`config.mk`:
```
export PLATFORM = sky130hd
export DESIGN_NAME = look_disk_request_scheduler_core
export DESIGN_NICKNAME = d
export VERILOG_FILES = /design/src/design/ldrs_pkg.sv /design/src/design/ldrs_scan.sv /design/src/design/look_disk_request_scheduler_core.sv
export VERILOG_INCLUDE_DIRS = /design/src /design/src/design
export SDC_FILE = /design/constraint.sdc
export NUM_CORES = 2
export LEC_CHECK = 0
export BUFFER_PORTS_ARGS = -buffer_cell sky130_fd_sc_hd__buf_2
export CAP_MARGIN = 20
export CELL_PAD_IN_SITES_DETAIL_PLACEMENT = 1
export CELL_PAD_IN_SITES_GLOBAL_PLACEMENT = 2
export CORE_UTILIZATION = 35
export CTS_CLUSTER_DIAMETER = 100
export DETAILED_ROUTE_END_ITERATION = 10
export GPL_TIMING_DRIVEN = 1
export PLACE_DENSITY_LB_ADDON = 0.1
export SLEW_MARGIN = 0
export SYNTH_ARGS = -nofsm -noshare
export SYNTH_HDL_FRONTEND = slang
export SYNTH_SLANG_ARGS = --single-unit
```
`constraint.sdc`:
```
create_clock -name clock -period 5.3 [get_ports clock]
set_clock_uncertainty 0.2 [all_clocks]
set_input_delay 0.53 -clock clock [delete_from_list [all_inputs] [get_ports clock]]
set_output_delay 0.53 -clock clock [all_outputs]
set_load 0.03 [all_outputs]
```
`src/design/look_disk_request_scheduler_core_defines.svh`:
```
// assertion macros shared by the look disk scheduler rtl
`ifndef LOOK_DISK_REQUEST_SCHEDULER_CORE_DEFINES_SVH
`define LOOK_DISK_REQUEST_SCHEDULER_CORE_DEFINES_SVH

// condition that must hold at every clock edge out of reset
`define LDRS_ASSERT_ALWAYS(label, expr) \
   label: assert property (@(posedge clock) disable iff (reset) (expr)) \
      else $error("ldrs invariant violated");

// condition in one cycle that implies a condition in the next cycle
`define LDRS_ASSERT_NEXT(label, ante, cons) \
   label: assert property (@(posedge clock) disable iff (reset) (ante) |=> (cons)) \
      else $error("ldrs sequence violated");

`endif

```
`src/design/ldrs_pkg.sv`:
```
// shared constants and types for the look disk request scheduler
package ldrs_pkg;

   localparam int QUEUE_DEPTH = 16;
   localparam int IDX_W       = (QUEUE_DEPTH > 1) ? $clog2(QUEUE_DEPTH) : 1;
   localparam int CNT_W       = $clog2(QUEUE_DEPTH + 1);
   localparam int TRK_W       = 16;
   localparam int TC_W        = 17;
   localparam int SUM_W       = 32;
   localparam int SUMX_W      = SUM_W + 1;
   localparam int MODE_W      = 2;
   localparam int DIR_W       = 2;
   localparam int PEND_W      = 5;

   localparam logic [MODE_W-1:0] MODE_ADD     = 2'd0;
   localparam logic [MODE_W-1:0] MODE_SERVE   = 2'd1;
   localparam logic [MODE_W-1:0] MODE_RESTART = 2'd2;

   localparam logic [TC_W-1:0] TRACK_COUNT_RESET = 17'h10000;

   typedef enum logic [DIR_W-1:0] {
      DIR_IDLE = 2'd0,
      DIR_INC  = 2'd1,
      DIR_DEC  = 2'd2
   } dir_type;

   // one queue entry handed to the candidate tracker
   typedef struct packed {
      logic             clear;
      logic             vld;
      logic [IDX_W-1:0] idx;
      logic [TRK_W-1:0] trk;
   } scan_ctrl_type;

   // best candidates found so far in the open batch
   typedef struct packed {
      logic             match_found;
      logic [IDX_W-1:0] match_idx;
      logic [TRK_W-1:0] match_trk;
      logic             any_ahead;
      logic [IDX_W-1:0] idx_ahead;
      logic [TRK_W-1:0] trk_ahead;
      logic [TC_W-1:0]  near_ahead;
      logic             any_back;
      logic [IDX_W-1:0] idx_back;
      logic [TRK_W-1:0] trk_back;
      logic [TC_W-1:0]  near_back;
      logic [TRK_W-1:0] trk0;
   } scan_result_type;

endpackage

```
`src/design/ldrs_scan.sv`:
```
// shared distance comparator and best-candidate registers for the batch scan
module ldrs_scan (
   input  logic                    clock,
   input  logic                    reset,
   input  ldrs_pkg::scan_ctrl_type ctrl,
   input  logic [ldrs_pkg::TRK_W-1:0] head_track,
   input  logic [ldrs_pkg::TC_W-1:0]  track_count,
   output ldrs_pkg::scan_result_type  result
);
   import ldrs_pkg::*;

   scan_result_type  res_ff;
   scan_result_type  res_in;
   logic             ahead;
   logic [TRK_W-1:0] trk_gap;

   always_comb begin
      ahead   = ctrl.trk > head_track;
      trk_gap = ahead ? (ctrl.trk - head_track) : (head_track - ctrl.trk);
      res_in  = res_ff;
      if (ctrl.clear) begin
         res_in.match_found = 1'b0;
         res_in.any_ahead   = 1'b0;
         res_in.any_back    = 1'b0;
         res_in.idx_ahead   = '0;
         res_in.idx_back    = '0;
         res_in.near_ahead  = track_count;
         res_in.near_back   = track_count;
      end else if (ctrl.vld) begin
         if (ctrl.idx == '0) begin
            res_in.trk0 = ctrl.trk;
         end
         // first exact hit wins, nothing after it matters
         if (!res_ff.match_found) begin
            if (ctrl.trk == head_track) begin
               res_in.match_found = 1'b1;
               res_in.match_idx   = ctrl.idx;
               res_in.match_trk   = ctrl.trk;
            end else if (ahead) begin
               if ({1'b0, trk_gap} < res_ff.near_ahead) begin
                  res_in.any_ahead  = 1'b1;
                  res_in.idx_ahead  = ctrl.idx;
                  res_in.trk_ahead  = ctrl.trk;
                  res_in.near_ahead = {1'b0, trk_gap};
               end
            end else begin
               if ({1'b0, trk_gap} < res_ff.near_back) begin
                  res_in.any_back  = 1'b1;
                  res_in.idx_back  = ctrl.idx;
                  res_in.trk_back  = ctrl.trk;
                  res_in.near_back = {1'b0, trk_gap};
               end
            end
         end
      end
   end

   always_ff @(posedge clock) begin
      if (reset) begin
         res_ff <= '0;
      end else begin
         res_ff <= res_in;
      end
   end

   assign result = res_ff;

endmodule

```
`src/design/look_disk_request_scheduler_core.sv`:
```
// top level of the look elevator disk request scheduler
// usage:
//  - req channel (req_valid / req_stall) carries one transaction per command:
//    req_mode add, serve or restart, plus req_request_track
//  - rsp channel (rsp_valid / rsp_stall) returns exactly one transaction per
//    command with the served track, seek distance, direction and totals
//  - csr channel (csr_valid / csr_ready) writes track_count, taken while idle
// command sequence:
//  - add, restart and the unused mode: the finish step registers the result
//  - serve on an empty queue: also straight to the finish step
//  - serve: scan steps over the batch, a decide step, a read and write step
//    pair per entry behind the served one for compaction, then the finish step
//  - the scan is set by the single queue read port and the one distance
//    comparator, which walk the batch one entry per cycle
//  - req_stall stays high from accept until the result is registered
// reset: queue empty, no open batch, head at track 0, direction idle, totals 0
// rsp stall: the result register holds; the next command may be accepted and
// processed, but its result waits in the final step until the register frees
`include "look_disk_request_scheduler_core_defines.svh"

module look_disk_request_scheduler_core (
   input  logic                          clock,
   input  logic                          reset,
   input  logic                          req_valid,
   output logic                          req_stall,
   input  logic [ldrs_pkg::MODE_W-1:0]   req_mode,
   input  logic [ldrs_pkg::TRK_W-1:0]    req_request_track,
   output logic                          rsp_valid,
   input  logic                          rsp_stall,
   output logic                          rsp_served_valid,
   output logic [ldrs_pkg::TRK_W-1:0]    rsp_served_track,
   output logic [ldrs_pkg::TRK_W-1:0]    rsp_seek_distance,
   output logic [ldrs_pkg::DIR_W-1:0]    rsp_head_direction,
   output logic                          rsp_add_rejected,
   output logic [ldrs_pkg::PEND_W-1:0]   rsp_pending_count,
   output logic [ldrs_pkg::SUM_W-1:0]    rsp_total_traversed,
   output logic [ldrs_pkg::SUM_W-1:0]    rsp_served_count,
   input  logic                          csr_valid,
   output logic                          csr_ready,
   input  logic [ldrs_pkg::TC_W-1:0]     csr_track_count
);
   import ldrs_pkg::*;

   typedef enum logic [2:0] {
      ST_IDLE,
      ST_SCAN,
      ST_DECIDE,
      ST_SHIFT_RD,
      ST_SHIFT_WR,
      ST_FIN
   } state_type;

   // sequencer and architectural state
   state_type         state_ff, state_in;
   logic [MODE_W-1:0] op_ff, op_in;
   logic [TRK_W-1:0]  req_trk_ff, req_trk_in;
   logic [TC_W-1:0]   track_count_ff, track_count_in;
   logic [CNT_W-1:0]  len_ff, len_in;
   logic [CNT_W-1:0]  batch_ff, batch_in;
   logic [TRK_W-1:0]  head_ff, head_in;
   dir_type           dir_ff, dir_in;
   logic [SUM_W-1:0]  sum_ff, sum_in;
   logic [SUM_W-1:0]  count_ff, count_in;

   // scan pipeline and chosen entry
   logic [CNT_W-1:0]  scan_cnt_ff, scan_cnt_in;
   logic              cmp_vld_ff, cmp_vld_in;
   logic [IDX_W-1:0]  cmp_idx_ff, cmp_idx_in;
   logic [IDX_W-1:0]  sel_idx_ff, sel_idx_in;
   logic [TRK_W-1:0]  sel_trk_ff, sel_trk_in;
   logic [TRK_W-1:0]  dist_ff, dist_in;
   logic [IDX_W-1:0]  shift_idx_ff, shift_idx_in;

   // result register
   logic              rsp_valid_ff, rsp_valid_in;
   logic              rsp_served_valid_ff, rsp_served_valid_in;
   logic [TRK_W-1:0]  rsp_served_track_ff, rsp_served_track_in;
   logic [TRK_W-1:0]  rsp_seek_distance_ff, rsp_seek_distance_in;
   logic [DIR_W-1:0]  rsp_head_direction_ff, rsp_head_direction_in;
   logic              rsp_add_rejected_ff, rsp_add_rejected_in;
   logic [PEND_W-1:0] rsp_pending_count_ff, rsp_pending_count_in;
   logic [SUM_W-1:0]  rsp_total_ff, rsp_total_in;
   logic [SUM_W-1:0]  rsp_count_ff, rsp_count_in;

   // queue memory, one write and one registered read per cycle
   logic [TRK_W-1:0]  queue_mem [QUEUE_DEPTH];
   logic              mem_we;
   logic [IDX_W-1:0]  mem_waddr;
   logic [TRK_W-1:0]  mem_wdata;
   logic [IDX_W-1:0]  rd_addr;
   logic [TRK_W-1:0]  rd_data_ff;

   scan_ctrl_type     scan_ctrl;
   scan_result_type   scan_res;

   logic              accept;
   logic              out_free;
   logic              add_reject;
   logic [SUMX_W-1:0] sum_wide;
   logic [IDX_W-1:0]  dec_idx;
   logic [TRK_W-1:0]  dec_trk;
   dir_type           dec_dir;

   assign accept    = req_valid && !req_stall;
   assign req_stall = (state_ff != ST_IDLE);
   assign csr_ready = (state_ff == ST_IDLE);
   // result slot is free when empty or being drained this cycle
   assign out_free  = !rsp_valid_ff || !rsp_stall;

   assign add_reject = (len_ff >= CNT_W'(QUEUE_DEPTH)) ||
                       ({1'b0, req_trk_ff} >= track_count_ff);
   assign sum_wide   = {1'b0, sum_ff} + SUMX_W'(dist_ff);

   ldrs_scan u_scan (
      .clock       (clock),
      .reset       (reset),
      .ctrl        (scan_ctrl),
      .head_track  (head_ff),
      .track_count (track_count_ff),
      .result      (scan_res)
   );

   // look decision once the batch has been walked
   always_comb begin
      dec_idx = '0;
      dec_trk = scan_res.trk0;
      dec_dir = dir_ff;
      if (scan_res.match_found) begin
         // exact hit keeps the current direction, idle included
         dec_idx = scan_res.match_idx;
         dec_trk = scan_res.match_trk;
      end else begin
         case (dir_ff)
            DIR_INC: begin
               if (scan_res.any_ahead) begin
                  dec_idx = scan_res.idx_ahead;
                  dec_trk = scan_res.trk_ahead;
               end else begin
                  // nothing ahead: turn around
                  dec_dir = DIR_DEC;
                  if (scan_res.any_back) begin
                     dec_idx = scan_res.idx_back;
                     dec_trk = scan_res.trk_back;
                  end
               end
            end
            DIR_DEC: begin
               if (scan_res.any_back) begin
                  dec_idx = scan_res.idx_back;
                  dec_trk = scan_res.trk_back;
               end else begin
                  dec_dir = DIR_INC;
                  if (scan_res.any_ahead) begin
                     dec_idx = scan_res.idx_ahead;
                     dec_trk = scan_res.trk_ahead;
                  end
               end
            end
            default: begin
               // idle: nearest wins, oldest entry on a tie
               if (scan_res.any_ahead &&
                   (!scan_res.any_back ||
                    scan_res.near_ahead < scan_res.near_back ||
                    (scan_res.near_ahead == scan_res.near_back &&
                     scan_res.idx_ahead < scan_res.idx_back))) begin
                  dec_idx = scan_res.idx_ahead;
                  dec_trk = scan_res.trk_ahead;
                  dec_dir = DIR_INC;
               end else if (scan_res.any_back) begin
                  dec_idx = scan_res.idx_back;
                  dec_trk = scan_res.trk_back;
                  dec_dir = DIR_DEC;
               end else begin
                  // no candidate inside the distance bound: entry 0
                  dec_dir = DIR_IDLE;
               end
            end
         endcase
      end
   end

   // sequencer next-state logic
   always_comb begin
      state_in       = state_ff;
      op_in          = op_ff;
      req_trk_in     = req_trk_ff;
      track_count_in = track_count_ff;
      len_in         = len_ff;
      batch_in       = batch_ff;
      head_in        = head_ff;
      dir_in         = dir_ff;
      sum_in         = sum_ff;
      count_in       = count_ff;
      scan_cnt_in    = scan_cnt_ff;
      cmp_vld_in     = 1'b0;
      cmp_idx_in     = cmp_idx_ff;
      sel_idx_in     = sel_idx_ff;
      sel_trk_in     = sel_trk_ff;
      dist_in        = dist_ff;
      shift_idx_in   = shift_idx_ff;

      rsp_valid_in          = rsp_valid_ff;
      rsp_served_valid_in   = rsp_served_valid_ff;
      rsp_served_track_in   = rsp_served_track_ff;
      rsp_seek_distance_in  = rsp_seek_distance_ff;
      rsp_head_direction_in = rsp_head_direction_ff;
      rsp_add_rejected_in   = rsp_add_rejected_ff;
      rsp_pending_count_in  = rsp_pending_count_ff;
      rsp_total_in          = rsp_total_ff;
      rsp_count_in          = rsp_count_ff;

      mem_we    = 1'b0;
      mem_waddr = len_ff[IDX_W-1:0];
      mem_wdata = req_trk_ff;
      rd_addr   = scan_cnt_ff[IDX_W-1:0];

      scan_ctrl.clear = 1'b0;
      scan_ctrl.vld   = cmp_vld_ff;
      scan_ctrl.idx   = cmp_idx_ff;
      scan_ctrl.trk   = rd_data_ff;

      // downstream took the result
      if (rsp_valid_ff && !rsp_stall) begin
         rsp_valid_in = 1'b0;
      end

      if (csr_valid && csr_ready) begin
         track_count_in = csr_track_count;
      end

      case (state_ff)
         ST_IDLE: begin
            if (accept) begin
               op_in      = req_mode;
               req_trk_in = req_request_track;
               if (req_mode == MODE_SERVE && len_ff != '0) begin
                  // freeze a new batch when none is open
                  if (batch_ff == '0) begin
                     batch_in = len_ff;
                  end
                  scan_cnt_in     = '0;
                  scan_ctrl.clear = 1'b1;
                  state_in        = ST_SCAN;
               end else begin
                  state_in = ST_FIN;
               end
            end
         end
         ST_SCAN: begin
            // one read issued per cycle, compared the cycle after
            if (scan_cnt_ff < batch_ff) begin
               cmp_vld_in  = 1'b1;
               cmp_idx_in  = scan_cnt_ff[IDX_W-1:0];
               scan_cnt_in = scan_cnt_ff + CNT_W'(1);
            end else if (!cmp_vld_ff) begin
               state_in = ST_DECIDE;
            end
         end
         ST_DECIDE: begin
            sel_idx_in   = dec_idx;
            sel_trk_in   = dec_trk;
            dir_in       = dec_dir;
            dist_in      = (dec_trk > head_ff) ? (dec_trk - head_ff) : (head_ff - dec_trk);
            shift_idx_in = dec_idx;
            if (CNT_W'(dec_idx) + CNT_W'(1) < len_ff) begin
               state_in = ST_SHIFT_RD;
            end else begin
               state_in = ST_FIN;
            end
         end
         ST_SHIFT_RD: begin
            rd_addr  = shift_idx_ff + IDX_W'(1);
            state_in = ST_SHIFT_WR;
         end
         ST_SHIFT_WR: begin
            // close the gap left by the served entry
            mem_we       = 1'b1;
            mem_waddr    = shift_idx_ff;
            mem_wdata    = rd_data_ff;
            shift_idx_in = shift_idx_ff + IDX_W'(1);
            if (CNT_W'(shift_idx_ff) + CNT_W'(2) < len_ff) begin
               state_in = ST_SHIFT_RD;
            end else begin
               state_in = ST_FIN;
            end
         end
         ST_FIN: begin
            if (out_free) begin
               state_in             = ST_IDLE;
               rsp_valid_in         = 1'b1;
               rsp_served_valid_in  = 1'b0;
               rsp_seek_distance_in = '0;
               rsp_add_rejected_in  = 1'b0;
               case (op_ff)
                  MODE_ADD: begin
                     if (add_reject) begin
                        rsp_add_rejected_in = 1'b1;
                     end else begin
                        mem_we = 1'b1;
                        len_in = len_ff + CNT_W'(1);
                     end
                  end
                  MODE_SERVE: begin
                     if (len_ff != '0) begin
                        head_in = sel_trk_ff;
                        len_in  = len_ff - CNT_W'(1);
                        if (batch_ff != '0) begin
                           batch_in = batch_ff - CNT_W'(1);
                        end
                        // saturating running totals
                        sum_in = sum_wide[SUM_W] ? '1 : sum_wide[SUM_W-1:0];
                        if (count_ff != '1) begin
                           count_in = count_ff + SUM_W'(1);
                        end
                        rsp_served_valid_in  = 1'b1;
                        rsp_seek_distance_in = dist_ff;
                     end
                  end
                  MODE_RESTART: begin
                     dir_in   = DIR_IDLE;
                     head_in  = req_trk_ff;
                     sum_in   = '0;
                     count_in = '0;
                  end
                  default: begin
                     // unused mode only reports status
                  end
               endcase
               rsp_served_track_in   = head_in;
               rsp_head_direction_in = dir_in;
               rsp_pending_count_in  = PEND_W'(len_in);
               rsp_total_in          = sum_in;
               rsp_count_in          = count_in;
            end
         end
         default: begin
            state_in = ST_IDLE;
         end
      endcase
   end

   always_ff @(posedge clock) begin
      if (mem_we) begin
         queue_mem[mem_waddr] <= mem_wdata;
      end
      rd_data_ff <= queue_mem[rd_addr];
   end

   always_ff @(posedge clock) begin
      if (reset) begin
         state_ff       <= ST_IDLE;
         track_count_ff <= TRACK_COUNT_RESET;
         len_ff         <= '0;
         batch_ff       <= '0;
         head_ff        <= '0;
         dir_ff         <= DIR_IDLE;
         sum_ff         <= '0;
         count_ff       <= '0;
         cmp_vld_ff     <= 1'b0;
         rsp_valid_ff   <= 1'b0;
      end else begin
         state_ff       <= state_in;
         track_count_ff <= track_count_in;
         len_ff         <= len_in;
         batch_ff       <= batch_in;
         head_ff        <= head_in;
         dir_ff         <= dir_in;
         sum_ff         <= sum_in;
         count_ff       <= count_in;
         cmp_vld_ff     <= cmp_vld_in;
         rsp_valid_ff   <= rsp_valid_in;
      end
      op_ff                 <= op_in;
      req_trk_ff            <= req_trk_in;
      scan_cnt_ff           <= scan_cnt_in;
      cmp_idx_ff            <= cmp_idx_in;
      sel_idx_ff            <= sel_idx_in;
      sel_trk_ff            <= sel_trk_in;
      dist_ff               <= dist_in;
      shift_idx_ff          <= shift_idx_in;
      rsp_served_valid_ff   <= rsp_served_valid_in;
      rsp_served_track_ff   <= rsp_served_track_in;
      rsp_seek_distance_ff  <= rsp_seek_distance_in;
      rsp_head_direction_ff <= rsp_head_direction_in;
      rsp_add_rejected_ff   <= rsp_add_rejected_in;
      rsp_pending_count_ff  <= rsp_pending_count_in;
      rsp_total_ff          <= rsp_total_in;
      rsp_count_ff          <= rsp_count_in;
   end

   assign rsp_valid           = rsp_valid_ff;
   assign rsp_served_valid    = rsp_served_valid_ff;
   assign rsp_served_track    = rsp_served_track_ff;
   assign rsp_seek_distance   = rsp_seek_distance_ff;
   assign rsp_head_direction  = rsp_head_direction_ff;
   assign rsp_add_rejected    = rsp_add_rejected_ff;
   assign rsp_pending_count   = rsp_pending_count_ff;
   assign rsp_total_traversed = rsp_total_ff;
   assign rsp_served_count    = rsp_count_ff;

   // open batch never reaches past the queue fill
   `LDRS_ASSERT_ALWAYS(a_batch_in_queue, batch_ff <= len_ff)
   // an accepted command holds off the next one
   `LDRS_ASSERT_NEXT(a_busy_after_accept, req_valid && !req_stall, req_stall)
   // the chosen entry lies inside the queue
   `LDRS_ASSERT_NEXT(a_sel_in_queue, state_ff == ST_DECIDE, CNT_W'(sel_idx_ff) < len_ff)
   // a completed serve reports a hit and drops one entry
   `LDRS_ASSERT_NEXT(a_serve_pops,
      state_ff == ST_FIN && out_free && op_ff == MODE_SERVE && len_ff != '0,
      rsp_served_valid && len_ff == $past(len_ff) - CNT_W'(1))

endmodule

```
==> impl_metrics.json <==
{
  "status": "complete, but fails checks",
  "failed_checks": "negative setup slack",
  "place_congestion": 0.924,
  "dp_cells": 4760,
  "path_max_fanout": 6,
  "fillers": 10436,
  "whs_ns": 0.0420,
  "switching_power_mw": 6.87,
  "cap_violations": 0,
  "finalWorstSetupSlack_ns": -0.215,
  "drive_gt1_share_pct": 22.7,
  "start_kind": "flop",
  "cts_buffers": 82,
  "path_clk_slew_ns": 0.06,
  "layout_common_cells": "edfxtp_1, nand2_1, buf_4, a21oi_1, dfxtp_1",
  "period_minus_slack_ns": 5.51,
  "p_per_area_mw_per_mm2": 455,
  "rr_worst_depth": 25,
  "yosys_warnings": 0,
  "antenna_found_initial": 3,
  "min_to": "track_count_ff[15]",
  "setup_viol": 7,
  "synth-simple-area-share_pct": 12.6,
  "synthXorXnorAreaFrac_pct": 2.13,
  "clockPowerShare_pct": 30.5,
  "clockBufferDepth": 3,
  "async_reset_ff_share_pct": 0,
  "grt_pass1_vias": 28481,
  "htree_levels": 3,
  "seqPwrFrac_pct": 34.7,
  "synthFlopType": "edfxtp_1",
  "drtPass1Iterations": 5,
  "place_area_mm2": 0.0382,
  "io_buffers": 147,
  "muxShareOfSynthArea_pct": 7.22,
  "critPathKind": "flop to flop",
  "synth_compound_area_share_pct": 15.7,
  "initial_core_util_pct": 35.3,
  "arrival_ns": 5.72,
  "final_net_count": 3854,
  "ys_seq_elements": 667,
  "synth_fp_nets": 3438,
  "drc": 0,
  "wl_met1_um": 57200,
  "r2r_slack_ns": -0.21,
  "synth_area_mm2": 0.0341,
  "area_delta_synth_final_pct": 24.1,
  "hp-start": "reset",
  "synth.top_cell.area_share_pct": 37.4,
  "hold_viol": 0,
  "io_pins": 148,
  "die_w_um": 314,
  "dp_hpwl_um": 88400,
  "swShare_pct": 35.7,
  "cp-end-kind": "flop",
  "netlist_instances": 3223,
  "final_common_cell": "edfxtp_1",
  "die_y_um": 314,
  "yosysTopAreaCell": "edfxtp_1",
  "ir_worst_vdd_mv": 0.296,
  "total_power_mw": 19.3,
  "die_area_mm2": 0.0986,
  "dr_wl_met3_um": 3770,
  "fin_cells": 4985,
  "routed_wl_um": 124000,
  "p_comb_share_pct": 34.8,
  "worstMarginPinSlew_ns": 1.30,
  "viasPerCell": 5.45,
  "grt_usage_pct": 24.7,
  "synth_edf_count": 424,
  "pre_cts_slack_ns": -0.366,
  "cts.sinks": 667,
  "tns_ns": -1.13,
  "synth_area_leaders": "edfxtp_1, dfxtp_1, ha_1, nand2_1, mux4_2",
  "rsz0062_at_grt": "yes",
  "wire_per_inst_um": 24.8,
  "rows": 114,
  "synth_seq_area_share_pct": 51.7,
  "drv_slew": 0,
  "synth_cell_types": 92,
  "met2_length_um": 60200,
  "first_iter_violations": 1597,
  "overflow": 0,
  "finalCritPeriodShare_pct": 104,
  "leakagePower_nw": 15.8,
  "intPower_mw": 12.4,
  "reg2reg_to": "dist_ff[11]",
  "timing.rr.start": "u_scan.result[23]",
  "highest_layer": "met4",
  "grt_pass1_wl_um": 183000,
  "max_freq_ghz": 0.181,
  "route.vias.total": 27179,
  "cts_tree": "built",
  "design_area_mm2": 0.0423,
  "grt_max_degree": 138,
  "ant_nets": 0,
  "slew_headroom_pct": 13.1,
  "cts_root_buf": "clkbuf_16",
  "hold_class": "primary input to flop",
  "core_mm2": 0.0966,
  "cp.required_ns": 5.51,
  "insertion_delay_ns": 0.67,
  "syn_avg_cell_area_um2": 10.6,
  "whs_path_depth": 2,
  "synth_top_family_by_area": "compound AO/OA/AOI/OAI gates",
  "utilization_pct": 43.8,
  "synth_adder_area_share_pct": 6.54
}
==> synthesized netlist by cell type (11+ instances only) <==
cell type,n
a211oi_1,40
a21o_1,53
a21oi_1,282
a221oi_1,12
a22oi_1,42
a311oi_1,20
a31oi_1,40
and2_1,17
and3_1,48
and4_1,11
buf_2,33
clkbuf_1,132
dfxtp_1,243
edfxtp_1,424
ha_1,170
inv_1,165
mux2_2,30
mux2i_1,60
mux4_2,64
nand2_1,391
nand2b_1,19
nand3_1,68
nand4_1,24
nor2_1,209
nor2b_1,35
nor3_1,54
nor3b_1,11
o211ai_1,14
o21a_1,28
o21ai_0,211
or3_1,19
xnor2_1,48
xor2_1,35
==> flip-flops by register name, indices dropped and copies added (netlist names), 16 cells and up <==
name,count
rd_data_ff,16
dist_ff,16
req_trk_ff,16
track_count_ff,17
rsp_served_count,32
rsp_served_track,16
sel_trk_ff,16
rsp_total_traversed,32
queue_mem,256
rsp_seek_distance,16
head_ff,16
u_scan.result,113
sum_ff,32
count_ff,32
==> cell families (layout without fill, tap and decap cells) <==
logic type / Yosys count / in the layout
simple gates: 936 / 936
compound gates: 849 / 849
flops: 667 / 667
buf+inv: 352 / 837
fa+ha+maj: 175 / 175
mux: 161 / 161
xor+xnor: 83 / 83
other cells: 0 / 1
==> power by group through the flow <==
stage | clock network [mW] | registers, mW | logic (mW)
after floorplan | 0 | 6.78 | 3.38
after global placement | 0 | 6.77 | 6.20
after detailed placement | 0 | 6.78 | 6.34
after CTS | 6.02 | 6.68 | 6.51
after global routing | 6.17 | 6.71 | 7.26
final | 5.88 | 6.68 | 6.69
==> worst max-delay path by stage <==
| stage | from | endpoint | slack (ns) |
|---|---|---|---|
| after floorplan | state_ff[1] | rsp_add_rejected | 0.001 |
| after global placement | u_scan.result[24] | dist_ff[12] | -0.28 |
| after detailed placement | u_scan.result[24] | dist_ff[12] | -0.37 |
| after CTS | u_scan.result[24] | dist_ff[12] | -0.17 |
| after global routing | u_scan.result[23] | dist_ff[11] | -0.41 |
| final | u_scan.result[23] | dist_ff[11] | -0.21 |
==> area by class of cell <==
type | instances | area, um2 | share of cell area, %
flip-flops and latches | 667 | 17600 | 41.6
multi-input cells | 2204 | 15800 | 37.3
repair buffers | 517 | 3880 | 9.17
clock buffers | 96 | 2150 | 5.08
well taps | 1276 | 1600 | 3.78
clock inverters | 57 | 651 | 1.54
inverters | 167 | 632 | 1.49
diodes | 1 | 2.50 | 0.00592
==> metal layers <==
metal / track usage, % / vias up
li1: - / 12675
met1: 33.6 / 13891
met2: 42.3 / 476
met3: 2.46 / 137
met4: 5.69 / 0
met5: 0 / -
==> worst max-delay path: stages (launching register included) <==
cell and delay [ns]:
dfxtp_2 0.33, inv_2 0.05, ha_4 0.26, nand4_1 0.16, or4b_4 0.58, and2_4 0.16, o41ai_4 0.22, buf_6 0.21
buf_16 0.14, mux2_2 0.34, nand2_2 0.07, nand3_2 0.08, o21a_1 0.19, ha_4 0.24, nand4_1 0.18, buf_4 0.16
nor4_4 0.03, or3_4 0.38, o22ai_4 0.26, buf_6 0.14, buf_6 0.08, mux2i_2 0.23, o221ai_2 0.15, a21boi_1 0.14
o21ai_1 0.10, xnor2_1 0.13
==> repair_timing <==
action	4_1_cts	5_1_grt
gates cloned	2	1
setup endpoints to repair	50	89
pin swaps	25	45
setup buffers	16	19
gates resized for setup	59	74
hold buffers	36	0
endpoints found under the hold margin	36	0
Note: power is estimated with default switching activity, not from simulation.
